--- src/rtl/core/assert_macros.svh ---
// assertion macros shared by the rtl, empty under synthesis
`ifndef ASSERT_MACROS_SVH
`define ASSERT_MACROS_SVH
`ifndef SYNTHESIS
// expression must hold at every edge outside reset
`define AST_ALWAYS(lbl, clk, rstn, expr, msg) \
  lbl: assert property (@(posedge clk) disable iff (!rstn) (expr)) else $error(msg);
// consequent must hold at the next edge after the antecedent
`define AST_NEXT(lbl, clk, rstn, ante, cons, msg) \
  lbl: assert property (@(posedge clk) disable iff (!rstn) (ante) |=> (cons)) else $error(msg);
`else
`define AST_ALWAYS(lbl, clk, rstn, expr, msg)
`define AST_NEXT(lbl, clk, rstn, ante, cons, msg)
`endif
`endif

--- src/rtl/core/ngfs_pkg.sv ---
// shared types, codes and helpers of the n-gram fitness scorer
package ngfs_pkg;

  localparam int SUM_W    = 18;
  localparam int SCORE_W  = 17;
  localparam int LETTER_W = 5;
  localparam int INDEX_W  = 24;
  localparam int VALUE_W  = 8;
  localparam int NGRAMS   = 4;

  localparam logic [2:0] SEEN_MAX = 3'd4;

  typedef enum logic {
    CMD_SCORE = 1'b0,
    CMD_WRITE = 1'b1
  } cmd_t;

  typedef enum logic [1:0] {
    TBL_PAIR  = 2'd0,
    TBL_TRIPLE = 2'd1,
    TBL_QUAD  = 2'd2,
    TBL_QUINT = 2'd3
  } tbl_sel_t;

  typedef logic [SUM_W-1:0] sum_t;
  typedef logic [NGRAMS-1:0][SUM_W-1:0] sum_vec_t;

  // control of the accumulate stage
  typedef struct packed {
    logic              step;
    logic              last;
    logic [NGRAMS-1:0] en;
  } acc_ctl_t;

  function automatic sum_t sat_add(sum_t a, sum_t b);
    logic [SUM_W:0] s;
    s = {1'b0, a} + {1'b0, b};
    return s[SUM_W] ? '1 : s[SUM_W-1:0];
  endfunction

endpackage

--- src/rtl/core/ngfs_accum.sv ---
// saturating n-gram accumulators and the captured final sums
module ngfs_accum import ngfs_pkg::*; #(
  parameter int WW = 8
) (
  input  logic                       clk,
  input  logic                       rst_n,
  input  acc_ctl_t                   ctl,
  input  logic [NGRAMS-1:0][WW-1:0]  weight,
  output sum_vec_t                   fin
);

  sum_vec_t run_r;
  sum_vec_t run_nxt;
  sum_vec_t fin_r;

  always_comb begin
    for (int k = 0; k < NGRAMS; k++) begin
      run_nxt[k] = ctl.en[k] ? sat_add(run_r[k], SUM_W'(weight[k])) : run_r[k];
    end
  end

  always_ff @(posedge clk) begin
    if (!rst_n) begin
      run_r <= '0;
    end else if (ctl.step) begin
      run_r <= ctl.last ? '0 : run_nxt;
    end
  end

  // final sums of a finished text
  always_ff @(posedge clk) begin
    if (ctl.step && ctl.last) begin
      fin_r <= run_nxt;
    end
  end

  assign fin = fin_r;

endmodule

--- config.mk ---
export PLATFORM = sky130hd
export DESIGN_NAME = ngfs_accum
export DESIGN_NICKNAME = d
export VERILOG_FILES = /design/src/rtl/core/assert_macros.svh /design/src/rtl/core/ngfs_pkg.sv /design/src/rtl/core/ngfs_accum.sv
export SDC_FILE = /design/constraint.sdc
export NUM_CORES = 1
export LEC_CHECK = 0
export BUFFER_PORTS_ARGS = -buffer_cell sky130_fd_sc_hd__buf_2
export CORE_MARGIN = 2
export CORE_UTILIZATION = 46
export DETAILED_ROUTE_END_ITERATION = 10
export GPL_TIMING_DRIVEN = 0
export HOLD_SLACK_MARGIN = 0.08
export PLACE_DENSITY = 0.64
export SLEW_MARGIN = 0
export SYNTH_ARGS = -nofsm -noshare
export SYNTH_HDL_FRONTEND = slang
export SYNTH_SLANG_ARGS = --single-unit
--- constraint.sdc ---
create_clock -name clk -period 3.8 [get_ports clk]
set_clock_uncertainty 0.2 [all_clocks]
set_input_delay 0.19 -clock clk [delete_from_list [all_inputs] [get_ports clk]]
set_output_delay 0.19 -clock clk [all_outputs]
set_load 0.05 [all_outputs]
# --- Yosys cells after proc, flatten, opt, wreduce, memory -nomap -nowiden ---
# Index checks and enable logic that the tools add are counted.
classes:
  reduce_logical: 1
  addsub: 4
  n_mux: 9
op_table:
  columns: ["op", "n"]
  rows:
  - ["18-bit 2-to-1 mux", 8]
  - ["18-bit by 8-bit adder with 19-bit output", 4]
  - ["72-bit 2-to-1 mux", 1]
  - ["1-bit logical AND", 1]
word_totals:
  output_inout_bits: 72
  inputBits: 40
  word_cells: 22
  reg_bits: 144

# --- Longest topological paths before layout ---
logic_depth:
  depth_word: 4
  depth_mapped: 10
  ltp_nobuf: 9

# --- Worst setup path after synthesis ---
# Ideal clock, no wire load.
synth_timing:
  path_type: "reg-to-reg"
  startpoint: "register run_r[0] (netlist bit)"
  endpoint: "register fin_r (netlist bit fin[10]) (data pin)"
  path_stages_with_launch: 11
  t_arrival_ns: 2.123
  path_buffers: 1
  synth_period_minus_slack_ns: 2.586
  setup_ns: 0.262
  setup_slack_ns: 1.214
  cell_sequence: "dfxtp_1 -> ha_1 -> inv_1 -> fa_1 -> nor2b_1 -> o31a_1 -> o221a_2 -> o21ai_1 -> buf_4 -> nor2_1 -> mux2_1"
synth_rtl:
  columns: ["item", "line", "source"]
  rows:
  - ["start, declared", "ngfs_accum.sv:12", "sum_vec_t run_r;"]
  - ["start signal, assigned", "ngfs_accum.sv:26", "run_r <= ctl.last ? '0 : run_nxt;"]
  - ["end signal, assigned", "ngfs_accum.sv:33", "fin_r <= run_nxt;"]
  - ["end, declared", "ngfs_accum.sv:14", "sum_vec_t fin_r;"]

# --- Worst setup path in the final report ---
layout_timing:
  startpoint: "register run_r[0] (netlist bit)"
  endpoint: "register run_r[10] (netlist bit)"
layout_via:
  elab_chain_len: 4
layout_lines:
  columns: ["item", "line", "source"]
  rows:
  - ["18-bit by 8-bit adder with 19-bit output", "ngfs_pkg.sv:37", "s = {1'b0, a} + {1'b0, b};"]
  - ["18-bit 2-to-1 mux", "ngfs_pkg.sv:38", "return s[SUM_W] ? '1 : s[SUM_W-1:0];"]
  - ["18-bit 2-to-1 mux", "ngfs_accum.sv:18", "run_nxt[k] = ctl.en[k] ? sat_add(run_r[k], SUM_W'(weight[k])) : run_r[k];"]
  - ["72-bit 2-to-1 mux", "ngfs_accum.sv:26", null]
# No other way between the ends.
# A chain may end at the register's enable or synchronous reset.

==> results.toml <==
[setup_path]
startpoint_type = "flip-flop"
crit_path_max_incr_delay_ns = 0.54
worst-path-max-fanout = 6
crit_buf_inv = 2
endpoint_kind = "flip-flop"
crit_chain = "ha_1, inv_1, fa_1, nor2b_1, o31a_1, o221a_2, o21a_1, a21oi_1, o21a_1, dlygate4sd3_1"
cp_common_cell = "o21a_1"
required_ns = 3.91
crit_family = "compound AO/OA/AOI/OAI gates"
slowest_stage = "dlygate4sd3_1"
arrival_ns = 3.23
path_class = "flip-flop to flip-flop"

[place]
place.gp.congestion = 0.8260
io_buffers = 108
hpwl_um = 12770

[sta]
slew_violations = 0
slew_headroom = 0.5245
rsz0062_at_grt = "no"
finalSetupViolCount = 0
worst_slew_pin_slew_ns = 0.7085
period_minus_slack_ns = 3.113
clock.fmax_mhz = 321.2
hold_viol = 0
fin_crit_sh = 0.8193
finalSetupTns_ns = 0

[drt]
dr.first_iter.drc_count = 466
route.vias.total = 6620
wl_met1_um = 8989
met2WireLength_um = 8467
top_layer = "met4"
routedWlPerCell_um = 15.35
drt-total-wl_um = 18550
ant_nets = 0
route.met3.wl_um = 813
drc = 0
via_per_inst = 5.476
drt_pass1_iterations = 5

[grt]
track_usage = 0.2114
gr-total-overflow = 0
antenna_found_initial = 0
grt_max_degree = 54
grt_pass1_vias = 6163
grt_pass1_wl_um = 30460

[logic_synthesis]
synth_compound_area_frac = 0.1908
muxShareOfSynthArea = 0.01407
synth_top_area_frac = 0.2763
netlist_instances = 838
synth_top_family_by_area = "simple AND/OR/NAND/NOR gates"
synth_warnings = 0
ys_seq_area_frac = 0.4606
yosys-top-cells-area = "edfxtp_1, dfxtp_1, ha_1"
async_flop_share = 0
synth_edf_count = 72
yosys.area_share.adder = 0.06141
ys_ff_latch = 144
synth_xor_area_frac = 0.03470
synth_flop_cell = "edfxtp_1"
synthSimpleGateAreaFrac = 0.2100
syn_avg_cell_area_sq_um = 9.336
syn_area_sq_um = 7824
synth_cell_type_count = 76
synth_top_cell_by_area = "edfxtp_1"
synth.net_count = 914

[floorplanning]
ioPinCount = 112
core_sq_um = 16580
die_h_um = 134.4
die_x_um = 134.4
dieArea_sq_um = 18070
num_rows = 47
start_util = 0.4718

[power_and_ir_drop]
leakagePower_nw = 3.712
seqPwrFrac = 0.428
ir_worst_vdd_uv = 341.8
sw_frac_of_total = 0.2582
internal_power_mw = 2.947
p_per_area_nw_per_um2 = 422.6
p_sw_mw = 1.026
pwr-share-comb = 0.120
pwr-share-clk = 0.451

[clock_tree]
clock_latency_ns = 0.43
post_cts_resize_count = 0
htreeDepth = 4
cts-root-buf = "clkbuf_16"
cts_buffer_depth = 2
cts_tree = "done"
clock-sinks = 144
cts_buffers = 17
clkTransAtPathRegs_ns = 0.06

[finish]
multi_input_area_sq_um = 3998
syn2layout_area_growth_pct = 20.15
antennaDiodeCount = 0
final_common_cell = "buf_2"
fillers = 1538
seqCellArea_sq_um = 3603
final_cell_mix = "buf_2, nor2_1, nand2_1"
final_core_util = 0.5668
nNetsFinal = 1052
layout-drive-gt1-share = 0.1840

[hold_path]
hold_path.class = "primary input to flip-flop"

[status]
status = "completed"

[flow_run]
drv_cap = 0
-- flip-flops by register name, indices dropped and copies added, names as in the netlist --
name,count
fin,72
run_r,72
-- metal layers --
metal	vias up	global-route usage
li1	3365	-
met1	3089	0.2868
met2	142	0.3427
met3	24	0.04460
met4	0	0.06082
met5	-	0
-- synthesized netlist by cell type (all sizes together) (3+ instances only) --
master / number
a211oi: 14
a21o: 11
a21oi: 76
a22o: 6
a311oi: 7
a31oi: 12
and2: 10
and3: 17
and4: 7
buf: 11
clkbuf: 23
dfxtp: 72
edfxtp: 72
fa: 4
ha: 32
inv: 16
mux2: 8
nand2: 88
nand2b: 7
nand3: 21
nand4: 7
nor2: 101
nor2b: 12
nor3: 32
nor3b: 5
nor4: 6
o211ai: 4
o21a: 13
o21ai: 66
o22ai: 3
o31a: 3
o31ai: 3
o41ai: 3
or3: 5
xnor2: 24
xor2: 7
-- per-stage QoR --
step / setup WS [ns] / cells / hold WS (ns) / cell area, sq um / total power [mW]
3_3_place_gp: 0.2694 / 1166 / 0.2678 / 8640 / 2.202
2_1_floorplan: 1.214 / 838 / 0.2363 / 7824 / 2.083
3_5_place_dp: 0.9320 / 1167 / 0.2753 / 8670 / 2.205
6_report: 0.6866 / 1209 / 0.08056 / 9400 / 3.973
5_1_grt: 0.5120 / 1209 / 0.09475 / 9400 / 4.105
4_1_cts: 0.7035 / 1209 / 0.08387 / 9400 / 3.994
-- worst min-delay path: stages --
cell and delay [ns]:
clkbuf_2 0.20, and4b_1 0.24, nor3_2 0.04
-- final cells by class --
type,instances,area share
Inverter,17,0.007054
Sequential cell,144,0.3833
Multi-Input combinational cell,643,0.4253
Clock inverter,12,0.01957
Buffer,34,0.01690
Clock buffer,20,0.04752
Tap cell,220,0.02928
Timing Repair Buffer,119,0.07108
-- cells by family (layout without fill, tap and decap cells) --
family                   after synthesis  after routing
XOR/XNOR                              31             31
multiplexers                          10             10
AND/OR/NAND/NOR                      328            328
buffers and inverters                 51            202
adder cells (fa/ha/maj)               36             36
flip-flops                           144            144
AO/OA/AOI/OAI                        238            238
-- power groups by stage --
stage	logic (mW)	registers, mW	clock network [mW]
after global placement	0.464	1.74	0
after global routing	0.521	1.71	1.88
after detailed placement	0.470	1.73	0
after CTS	0.480	1.70	1.81
after floorplan	0.217	1.87	0
final	0.477	1.70	1.79
-- path summary, 6_finish.rpt --
check / endpoint / slack, ns / from / cells after the start
max: run_r[10]$_SDFFE_PN0P_ / 0.69 / run_r[0]$_SDFFE_PN0P_ / 10
min: run_r[45]$_SDFFE_PN0P_ / 0.08 / ctl[5] / 3
max reg2reg: run_r[10]$_SDFFE_PN0P_ / 0.69 / run_r[0]$_SDFFE_PN0P_ / 10
min reg2reg: run_r[3]$_SDFFE_PN0P_ / 0.29 / run_r[3]$_SDFFE_PN0P_ / 2
-- what timing repair did --
action                                 4_1_cts  5_1_grt
hold buffers                                10        0
endpoints found under the hold margin       17        0
setup buffers                                0        0
Power figures use the tool's default switching activity.
